==> config.mk <==
export PLATFORM = sky130hd
export DESIGN_NAME = fraction_gcd_reducer
export DESIGN_NICKNAME = d
export VERILOG_FILES = /design/src/sv/fgr_pkg.sv /design/src/sv/fraction_gcd_reducer.sv /design/src/sv/fgr_datapath.sv /design/src/sv/fgr_controller.sv
export SDC_FILE = /design/constraint.sdc
export NUM_CORES = 1
export LEC_CHECK = 0
export ABC_AREA = 1
export BUFFER_PORTS_ARGS = -buffer_cell sky130_fd_sc_hd__buf_2
export CAP_MARGIN = 10
export CORE_ASPECT_RATIO = 0.9
export CORE_MARGIN = 3
export CORE_UTILIZATION = 50
export DETAILED_ROUTE_END_ITERATION = 8
export PLACE_DENSITY = 0.64
export SYNTH_ARGS = -nofsm -noshare
export SYNTH_HDL_FRONTEND = slang
export SYNTH_SLANG_ARGS = --single-unit
==> constraint.sdc <==
create_clock -name clock -period 6.5 [get_ports clock]
set_input_delay 1.3 -clock clock [delete_from_list [all_inputs] [get_ports clock]]
set_output_delay 1.3 -clock clock [all_outputs]
set_load 0.005 [all_outputs]
==> src/sv/fgr_pkg.sv <==
`timescale 1ns / 1ps

package fgr_pkg;

   // operand width of numerator and denominator
   localparam int VALUE_WIDTH = 32;
   // stream data width: both fields, whole bytes
   localparam int DATA_WIDTH  = 2 * VALUE_WIDTH;
   // bit counter for the divider and the common power of two
   localparam int CNT_WIDTH   = $clog2(VALUE_WIDTH);

   typedef enum logic [2:0] {
      S_IDLE,
      S_GCD,
      S_DIV_NUM,
      S_SWAP,
      S_DIV_DEN,
      S_OUT
   } fgr_state_type;

   typedef enum logic {
      DIV_SEL_MAG,
      DIV_SEL_DEN
   } fgr_div_sel_type;

   typedef struct packed {
      logic            load;
      logic            gcd_step;
      logic            div_init;
      fgr_div_sel_type div_sel;
      logic            div_step;
      logic            save_num;
      logic            load_out;
   } fgr_cmd_type;

   typedef struct packed {
      logic gcd_done;
      logic both_zero;
      logic div_last;
   } fgr_status_type;

endpackage

==> src/sv/fraction_gcd_reducer.sv <==
`timescale 1ns / 1ps

// channel  | direction | handshake              | payload
// ---------+-----------+------------------------+------------------------------------
// req      | in        | req_tvalid/req_tready  | req_tdata: numerator, denominator
// rsp      | out       | rsp_tvalid/rsp_tready  | rsp_tdata: reduced num, reduced den
//
// one item at a time: load in the idle state, the binary gcd loop, then two restoring divisions,
// a swap state and an output state; the divisions are skipped when both inputs are zero
// reset is synchronous, active high, and clears only the controller state
// and the result valid flag
// a finished result waits in its output register; the next word is taken
// meanwhile, and the block stalls at the end of that item only if rsp is blocked

module fraction_gcd_reducer (
   input  logic                          clock,
   input  logic                          reset,
   input  logic                          req_tvalid,
   output logic                          req_tready,
   // [31:0] numerator (signed), [63:32] denominator
   input  logic [fgr_pkg::DATA_WIDTH-1:0] req_tdata,
   output logic                          rsp_tvalid,
   input  logic                          rsp_tready,
   // [31:0] reduced_numerator (signed), [63:32] reduced_denominator
   output logic [fgr_pkg::DATA_WIDTH-1:0] rsp_tdata
);
   import fgr_pkg::*;

   fgr_cmd_type    cmd;
   fgr_status_type status;

   // sequencer: accepts a word, walks gcd and both divisions (none for a zero pair), loads the result
   fgr_controller u_ctrl (
      .clock      (clock),
      .reset      (reset),
      .req_tvalid (req_tvalid),
      .req_tready (req_tready),
      .rsp_tvalid (rsp_tvalid),
      .rsp_tready (rsp_tready),
      .cmd        (cmd),
      .status     (status)
   );

   // operand registers, gcd step logic, shared divider and result register
   fgr_datapath u_dp (
      .clock    (clock),
      .reset    (reset),
      .cmd      (cmd),
      .status   (status),
      .in_data  (req_tdata),
      .out_data (rsp_tdata)
   );

endmodule

==> src/sv/fgr_datapath.sv <==
`timescale 1ns / 1ps

module fgr_datapath (
   input  logic                        clock,
   input  logic                        reset,
   input  fgr_pkg::fgr_cmd_type        cmd,
   output fgr_pkg::fgr_status_type     status,
   input  logic [fgr_pkg::DATA_WIDTH-1:0] in_data,
   output logic [fgr_pkg::DATA_WIDTH-1:0] out_data
);
   import fgr_pkg::*;

   localparam int W = VALUE_WIDTH;

   logic [W-1:0]         a_ff, a_in;
   logic [W-1:0]         b_ff, b_in;
   logic [CNT_WIDTH-1:0] k_ff, k_in;
   logic                 neg_ff, neg_in;
   logic [W-1:0]         mag_ff, mag_in;
   logic [W-1:0]         den_ff, den_in;
   logic [W-1:0]         g_ff, g_in;
   logic [W-1:0]         quo_ff, quo_in;
   logic [W-1:0]         rem_ff, rem_in;
   logic [CNT_WIDTH-1:0] cnt_ff, cnt_in;
   logic [W-1:0]         qnum_ff, qnum_in;
   logic [DATA_WIDTH-1:0] out_ff, out_in;

   logic [W-1:0] num_raw;
   logic [W-1:0] num_mag;
   logic [W:0]   ab_diff;
   logic [W:0]   rem_sh;
   logic [W:0]   rem_sub;
   logic         rem_ge;
   logic [W-1:0] qnum_neg;

   assign num_raw = in_data[W-1:0];
   assign num_mag = num_raw[W-1] ? (~num_raw + {{(W-1){1'b0}}, 1'b1}) : num_raw;

   // gcd ends when the values meet or one is zero; a|b is then the gcd without its common power of two
   assign status.gcd_done  = (a_ff == b_ff) || (a_ff == '0) || (b_ff == '0);
   assign status.both_zero = ((a_ff | b_ff) == '0);
   assign status.div_last  = (cnt_ff == CNT_WIDTH'(W - 1));

   assign ab_diff = {1'b0, a_ff} - {1'b0, b_ff};

   assign rem_sh  = {rem_ff, quo_ff[W-1]};
   assign rem_sub = rem_sh - {1'b0, g_ff};
   assign rem_ge  = !rem_sub[W];

   assign qnum_neg = ~qnum_ff + {{(W-1){1'b0}}, 1'b1};

   always_comb begin
      a_in    = a_ff;
      b_in    = b_ff;
      k_in    = k_ff;
      neg_in  = neg_ff;
      mag_in  = mag_ff;
      den_in  = den_ff;
      g_in    = g_ff;
      quo_in  = quo_ff;
      rem_in  = rem_ff;
      cnt_in  = cnt_ff;
      qnum_in = qnum_ff;
      out_in  = out_ff;

      if (cmd.load) begin
         neg_in = num_raw[W-1];
         mag_in = num_mag;
         den_in = in_data[DATA_WIDTH-1:W];
         a_in   = num_mag;
         b_in   = in_data[DATA_WIDTH-1:W];
         k_in   = '0;
      end

      // binary gcd, one halving or subtract step a cycle
      if (cmd.gcd_step) begin
         if (status.gcd_done) begin
            g_in = (a_ff | b_ff) << k_ff;
         end else begin
            priority if (!a_ff[0] && !b_ff[0]) begin
               a_in = a_ff >> 1;
               b_in = b_ff >> 1;
               k_in = k_ff + CNT_WIDTH'(1);
            end else if (!a_ff[0]) begin
               a_in = a_ff >> 1;
            end else if (!b_ff[0]) begin
               b_in = b_ff >> 1;
            end else if (!ab_diff[W]) begin
               a_in = ab_diff[W:1];
            end else begin
               b_in = b_ff - a_ff;
               b_in = b_in >> 1;
            end
         end
      end

      if (cmd.div_init) begin
         rem_in = '0;
         cnt_in = '0;
         quo_in = (cmd.div_sel == DIV_SEL_MAG) ? mag_ff : den_ff;
      end

      // restoring divider, one quotient bit a cycle
      if (cmd.div_step) begin
         rem_in = rem_ge ? rem_sub[W-1:0] : rem_sh[W-1:0];
         quo_in = {quo_ff[W-2:0], rem_ge};
         cnt_in = cnt_ff + CNT_WIDTH'(1);
      end

      if (cmd.save_num) begin
         qnum_in = quo_ff;
      end

      if (cmd.load_out) begin
         if (g_ff == '0) begin
            out_in = '0;
         end else begin
            out_in = {quo_ff, (neg_ff ? qnum_neg : qnum_ff)};
         end
      end
   end

   always_ff @(posedge clock) begin
      a_ff    <= a_in;
      b_ff    <= b_in;
      k_ff    <= k_in;
      neg_ff  <= neg_in;
      mag_ff  <= mag_in;
      den_ff  <= den_in;
      g_ff    <= g_in;
      quo_ff  <= quo_in;
      rem_ff  <= rem_in;
      cnt_ff  <= cnt_in;
      qnum_ff <= qnum_in;
      out_ff  <= out_in;
   end

   assign out_data = out_ff;

`ifndef SYNTH
   a_div_nonzero_divisor: assert property (@(posedge clock) disable iff (reset)
      cmd.div_step |-> (g_ff != '0))
      else $error("divider stepping with zero gcd");

   a_rem_below_divisor: assert property (@(posedge clock) disable iff (reset)
      cmd.div_step |-> (rem_ff < g_ff))
      else $error("partial remainder not below divisor");

   a_div_init_clears: assert property (@(posedge clock) disable iff (reset)
      cmd.div_init |=> (cnt_ff == '0) && (rem_ff == '0))
      else $error("divider init did not clear count and remainder");
`endif

endmodule

==> src/sv/fgr_controller.sv <==
`timescale 1ns / 1ps

module fgr_controller (
   input  logic                    clock,
   input  logic                    reset,
   input  logic                    req_tvalid,
   output logic                    req_tready,
   output logic                    rsp_tvalid,
   input  logic                    rsp_tready,
   output fgr_pkg::fgr_cmd_type    cmd,
   input  fgr_pkg::fgr_status_type status
);
   import fgr_pkg::*;

   fgr_state_type state_ff, state_in;
   logic          rsp_valid_ff, rsp_valid_in;
   logic          out_free;

   assign out_free = !rsp_valid_ff || rsp_tready;

   always_comb begin
      state_in = state_ff;
      unique case (state_ff)
         S_IDLE: begin
            if (req_tvalid) state_in = S_GCD;
         end
         S_GCD: begin
            if (status.gcd_done) state_in = status.both_zero ? S_OUT : S_DIV_NUM;
         end
         S_DIV_NUM: begin
            if (status.div_last) state_in = S_SWAP;
         end
         S_SWAP: begin
            state_in = S_DIV_DEN;
         end
         S_DIV_DEN: begin
            if (status.div_last) state_in = S_OUT;
         end
         S_OUT: begin
            if (out_free) state_in = S_IDLE;
         end
         default: begin
            state_in = S_IDLE;
         end
      endcase
   end

   always_comb begin
      cmd        = '0;
      cmd.div_sel = DIV_SEL_MAG;
      req_tready = 1'b0;
      unique case (state_ff)
         S_IDLE: begin
            req_tready = 1'b1;
            cmd.load   = req_tvalid;
         end
         S_GCD: begin
            cmd.gcd_step = 1'b1;
            cmd.div_init = status.gcd_done && !status.both_zero;
         end
         S_DIV_NUM: begin
            cmd.div_step = 1'b1;
         end
         S_SWAP: begin
            cmd.save_num = 1'b1;
            cmd.div_init = 1'b1;
            cmd.div_sel  = DIV_SEL_DEN;
         end
         S_DIV_DEN: begin
            cmd.div_step = 1'b1;
         end
         S_OUT: begin
            cmd.load_out = out_free;
         end
         default: begin
            cmd = '0;
         end
      endcase
   end

   always_comb begin
      rsp_valid_in = rsp_valid_ff;
      if (rsp_tready) rsp_valid_in = 1'b0;
      if (cmd.load_out) rsp_valid_in = 1'b1;
   end

   always_ff @(posedge clock) begin
      if (reset) begin
         state_ff     <= S_IDLE;
         rsp_valid_ff <= 1'b0;
      end else begin
         state_ff     <= state_in;
         rsp_valid_ff <= rsp_valid_in;
      end
   end

   assign rsp_tvalid = rsp_valid_ff;

`ifndef SYNTH
   a_no_overwrite: assert property (@(posedge clock) disable iff (reset)
      cmd.load_out |-> (!rsp_valid_ff || rsp_tready))
      else $error("result register overwritten before it was taken");

   a_load_only_idle: assert property (@(posedge clock) disable iff (reset)
      cmd.load |-> (state_ff == S_IDLE) && !cmd.div_step && !cmd.gcd_step)
      else $error("new word loaded while an item is in work");

   a_out_returns_idle: assert property (@(posedge clock) disable iff (reset)
      cmd.load_out |=> (state_ff == S_IDLE) && rsp_tvalid)
      else $error("result load did not end the item");
`endif

endmodule
Yosys cells after proc, flatten, opt, wreduce, memory -nomap -nowiden
Cells that the tools add are included.
{"block": "totals", "word_cells": 101, "input_bits": 68, "reg_bits": 335, "output_inout_bits": 66}
{"block": "op_classes", "reduce_logical": 20, "n_mux": 44, "eq_ne": 12, "n_addsub": 7, "shifts": 1, "bitwise": 3}
{"op": "$mux 32", "count": 22}
{"op": "$logic_not 32->1", "count": 4}
{"op": "$add 32x1->32 const B", "count": 2}
{"op": "$not 32->32", "count": 2}
{"op": "$sub 32x32->33", "count": 1}
{"op": "$sub 33x32->33", "count": 1}
{"op": "$eq 32x32->1", "count": 1}
{"op": "$or 32x32->32", "count": 1}
{"op": "$shl 32x5->32", "count": 1}
{"op": "$sub 32x32->32", "count": 1}
{"op": "$mux 5", "count": 6}
{"op": "$mux 3", "count": 6}
{"op": "$pmux 3 s6", "count": 1}
{"op": "$add 5x1->5 const B", "count": 2}
{"op": "$mux 1", "count": 8}
{"op": "$eq 3x2->1 const B", "count": 2}
{"op": "$eq 3x3->1 const B", "count": 2}
{"op": "$ne 2x2->1 const B", "count": 3}
{"op": "$eq 5x5->1 const B", "count": 1}
{"op": "$logic_not 1->1", "count": 5}
{"op": "$reduce_and 5->1", "count": 1}
{"op": "$ne 2x1->1 const B", "count": 2}
{"op": "$reduce_bool 2->1", "count": 2}
{"op": "$eq 3x1->1 const B", "count": 1}
{"op": "6 further kinds", "count": 9}

Logic depth before layout (Yosys ltp)
{"block": "depth", "ltp_word": 10, "mapped_depth": 21}

Hierarchy
A second synthesis with hierarchy kept.
{"block": "hier_totals", "hier_cells": 3262, "hier_area_um2": 24170.7}
{"mod": "fgr_datapath", "instances": 1, "area_per_inst_um2": 23836.6, "cells_per_inst": 3209}
{"mod": "fgr_controller", "instances": 1, "area_per_inst_um2": 334.1, "cells_per_inst": 53}

Worst setup path after synthesis
No wires, ideal clock.
{"block": "synth_timing", "path_type": "register to register", "start": "reg u_dp.b_ff[0]", "end": "reg u_dp.cnt_ff[0] (enable)", "synth_period_minus_slack_ns": 5.579, "stages_incl_launch_ff": 12, "setup_slack_ns": 0.921, "arrival_ns": 5.064, "setup_ns": 0.514, "path_buffers": 2, "path_cell_list": "dfxtp_1 > buf_2 > inv_2 > clkbuf_1 > ha_1 > nor2_1 > nand3_1 > nor3_2 > nor2_2 > nand2_1 > nand2_1 > o211ai_1"}
{"block": "synth_between", "elab_chain_cells": 6, "word_cells_on_any_way": 10}
{"element": "from (decl)", "line_no": "fgr_datapath.sv:16", "text": "logic [W-1:0] b_ff, b_in;"}
{"element": "from (signal assigned)", "line_no": "fgr_datapath.sv:125", "text": "b_ff <= b_in;"}
{"element": "$eq 32x32->1 or $or 32x32->32 (tied branches)", "line_no": "fgr_datapath.sv:40, fgr_datapath.sv:41"}
{"element": "$logic_or 1x1->1 or $logic_not 32->1 (tied branches)", "line_no": "fgr_datapath.sv:40, fgr_datapath.sv:41"}
{"element": "$logic_or 1x1->1 or $logic_not 1->1 (tied branches)", "line_no": "fgr_datapath.sv:40, fgr_controller.sv:59"}
{"element": "$logic_and 1x1->1 *", "line_no": "fgr_controller.sv:59", "text": "cmd.div_init = status.gcd_done && !status.both_zero;"}
{"element": "$pmux 1 s2 *", "line_no": "fgr_controller.sv:52", "text": "unique case (state_ff)"}
{"element": "$reduce_bool 2->1 (no source line) *"}
{"element": "to (signal assigned)", "line_no": "fgr_datapath.sv:133", "text": "cnt_ff <= cnt_in;"}
{"element": "to (decl)", "line_no": "fgr_datapath.sv:24", "text": "logic [CNT_WIDTH-1:0] cnt_ff, cnt_in;"}
Every way passes the cells marked *; elsewhere a longest branch is shown, timed or not.
A chain may end at the register's enable or synchronous reset.

Final worst setup path
{"block": "layout_timing", "start": "reg u_dp.b_ff[0]", "end": "reg u_dp.b_ff[9]"}
{"block": "layout_between", "elab_chain_cells": 7, "word_cells_on_any_way": 14}
{"element": "$sub 32x32->32 or $sub 32x32->33 (tied branches)", "line_no": "fgr_datapath.sv:91, fgr_datapath.sv:44"}
{"element": "$mux 32", "line_no": "fgr_datapath.sv:88", "text": "end else if (!ab_diff[W]) begin"}
{"element": "$mux 32", "line_no": "fgr_datapath.sv:86", "text": "end else if (!b_ff[0]) begin"}
{"element": "$mux 32", "line_no": "fgr_datapath.sv:84", "text": "end else if (!a_ff[0]) begin"}
{"element": "$mux 32", "line_no": "fgr_datapath.sv:80", "text": "priority if (!a_ff[0] && !b_ff[0]) begin"}
{"element": "$mux 32 *", "line_no": "fgr_datapath.sv:77", "text": "if (status.gcd_done) begin"}
{"element": "$mux 32 *", "line_no": "fgr_datapath.sv:76", "text": "if (cmd.gcd_step) begin"}
{"element": "named net u_dp.b_in[9]", "line_no": "fgr_datapath.sv:16"}
Mark *: on every way through the listed nets, which the timed path passes. The rest lies on a longest branch.

==> flow_metrics.tcl <==
set metrics [dict create \
    fin_setup_tns_ns 0 \
    die_x_um 238 \
    clock_skew_ns 0.0232 \
    cp.arrival_ns 5.21 \
    syn_nets 3515 \
    gr-total-overflow 0 \
    min_period_ns 4.78 \
    p_int_uw 7330 \
    seqPwrFrac_pct 23.2 \
    drv_slew 0 \
    swShare_pct 53.6 \
    post_cts_buffers 0 \
    wl_mm 90.1 \
    synth_cells 3311 \
    track_usage_pct 34.0 \
    die_area_um2 51000 \
    synth_flop_cell "edfxtp_1" \
    cap_violations 0 \
    power.density_nw_per_um2 595 \
    cts_tree "yes" \
    die_h_um 215 \
    cts-root-buf "clkbuf_16" \
    ctsResizeCount 0 \
    layout-drive-gt1-share_pct 8.34 \
    avgSynthCellArea_um2 7.30 \
    ir_drop_mv 0.366 \
    yosysSeqAreaShare_pct 38.6 \
    clockBufferDepth 3 \
    cp-end-kind "flop" \
    grt_start_max_net_pins 74 \
    worstHoldPathType "reg2reg" \
    slowest_delay_ns 0.95 \
    wire_per_inst_um 22.3 \
    rsz0062_at_grt "false" \
    drc 0 \
    coreArea_um2 47200 \
    crit_type "reg2reg" \
    cts_htree_levels 2 \
    cp_slowest_cell "dfxtp_1" \
    final-instance-count-excl-fill 4042 \
    crit_chain "inv_2 > ha_1 > nor2_1 > nand3_1 > nor3_2 > nor2_2 > nand3_4 > inv_2 > nand3_1 > nand3_1 > nand3_1" \
    cts_made_buffers 38 \
    rows 75 \
    clock_latency_ns 0.57 \
    power_frac_clock_pct 14.1 \
    worstSetupStartpointType "flop" \
    synth_cell_type_count 56 \
    first_global_vias 21721 \
    clock.fmax_mhz 209 \
    tightest_slew_ns 1.03 \
    clk_pin_slew_ns 0.06 \
    crit_fanout 55 \
    antenna_found_initial 3 \
    yosys_warnings 0 \
    drtPass1Iterations 7 \
    hpwl_mm 71.0 \
    port_buffers 133 \
    synth-async-reset-ratio_pct 0 \
    setup_viol_count_final 0 \
    cts_hold_buffers 0 \
    via_per_inst 5.96 \
    placed_cells 3962 \
    cpMostUsedCell "nand3_1" \
    status "finished, final reports clean" \
    grt_pass1_wl_mm 132 \
    leakagePower_uw 0.0121 \
    hold_viol 0 \
    areaGrowthSynthToFinish_pct 10.0 \
    synth-edff-count 262 \
    period_share_pct 73.5 \
    boundaryPins 134 \
    cts_sinks 335 \
    synth-seq-cells 335 \
    via_count 24074 \
    finish.net_count 3591 \
    synth_area_um2 24200 \
    start_util_pct 51.2 \
    p_comb_share_pct 62.6 \
    drtIter0Drc 3293 \
    power_switching_uw 8480 \
    gp_congestion 1.09 \
    max_slew_margin_pct 31.2 \
    ant_nets 0 \
    cp.required_ns 6.93 \
]
-- stage by stage --
stage | area [um^2] | hold WS [ns] | total power, uW | util (%) | worst slack, ns
after floorplan | 24200 | 0.426 | 10000 | - | 0.921
after global placement | 25300 | 0.431 | 13100 | 53.5 | 2.11
after detailed placement | 25300 | 0.435 | 13100 | 53.5 | 1.92
after CTS | 26500 | 0.445 | 15400 | 56.2 | 1.92
after global routing | 26600 | 0.454 | 16700 | 56.3 | 1.62
final | 26600 | 0.442 | 15800 | 56.3 | 1.72
-- cell type report --
class	count	area, um^2
multi-input cells	2420	12700
inverters	440	1650
flip-flops and latches	335	9330
well taps	616	771
fillers	4453	20600
repair buffers	152	828
clock inverters	24	280
clock buffers	45	998
diodes	10	25.0
-- flip-flops by register name, indices dropped and copies added (netlist names) --
signal             cells
u_dp.out_data         64
u_dp.a_ff             32
u_dp.b_ff             32
u_dp.den_ff           32
u_dp.g_ff             32
u_dp.mag_ff           32
u_dp.qnum_ff          32
u_dp.quo_ff           32
u_dp.rem_ff           32
u_dp.cnt_ff            5
u_dp.k_ff              5
u_ctrl.state_ff        3
u_ctrl.rsp_tvalid      1
u_dp.neg_ff            1
-- critical path: cells and delay by family (launching register included) --
kind	cells	cell delay [ns]
adder cells (fa/ha/maj)	1	0.42
buffers and inverters	2	1.08
AND/OR/NAND/NOR	8	2.15
flip-flops	1	0.95
-- power by group through the flow --
stage          logic (uW)  clock network [uW]  registers (uW)
2_1_floorplan        6490                   0            3540
3_3_place_gp         9450                   0            3660
3_5_place_dp         9430                   0            3680
4_1_cts              9490                2250            3640
5_1_grt             10700                2340            3720
6_report             9910                2230            3670
-- logic make-up (layout without fill, tap and decap cells) --
family                   count (synthesis)  count (layout)  synth area share [%]
other                                    0              10                     0
buffers and inverters                  556             661                  9.02
XOR/XNOR                                87              87                  3.15
AO/OA/AOI/OAI                          620             620                  14.3
adder cells (fa/ha/maj)                136             136                  7.13
multiplexers                            20              20                 0.828
flip-flops                             335             335                  38.6
AND/OR/NAND/NOR                       1557            1557                  27.0
-- synth_stat cells (all sizes together) (50+ instances only) --
cell	count	area share (%)
nor3	51	1.1
o22ai	50	1.3
dfxtp	73	6.0
buf	51	1.2
xor2	73	2.6
nand3	202	4.3
clkbuf	65	1.0
inv	438	6.8
nand2	840	13
a21oi	192	4.0
o21ai	273	5.7
edfxtp	262	33
ha	133	6.9
nor2	383	6.1
-- placed cells by master (no fill, tap or decap), types with 12 or more instances in the layout --
cell type	instances
o22ai_1	50
dfxtp_1	73
buf_2	133
clkbuf_16	39
o211ai_1	29
inv_1	419
xor2_1	73
nor2_2	12
edfxtp_1	262
o21bai_1	33
ha_1	133
nor2_1	364
a21oi_1	189
o21ai_0	256
nand2_1	827
nand3_1	197
buf_4	18
nand4_1	46
xnor2_1	14
o21ai_1	13
mux2i_1	20
inv_2	18
nor3_1	47
nor4_1	15
-- path summary, 6_finish.rpt --
path / start / endpoint / slack, ns / cells after the start
worst min-delay path: u_dp.quo_ff[27]$_DFFE_PP_ / u_dp.qnum_ff[27]$_DFFE_PP_ / 0.44 / 0
worst max register to register: u_dp.b_ff[0]$_DFF_P_ / u_dp.b_ff[9]$_DFF_P_ / 1.72 / 11
worst min register to register: u_dp.quo_ff[27]$_DFFE_PP_ / u_dp.qnum_ff[27]$_DFFE_PP_ / 0.44 / 0
worst max-delay path: u_dp.b_ff[0]$_DFF_P_ / u_dp.b_ff[9]$_DFF_P_ / 1.72 / 11
-- per-layer routing --
layer	part of all wire [%]	GRT usage, %	up-vias
met5	0.014	0	-
met4	3.3	10.8	2
li1	-	-	11119
met2	41	48.3	1485
met3	12	7.27	193
met1	44	51.4	11275
No activity file was read; power rests on OpenSTA's default activity.
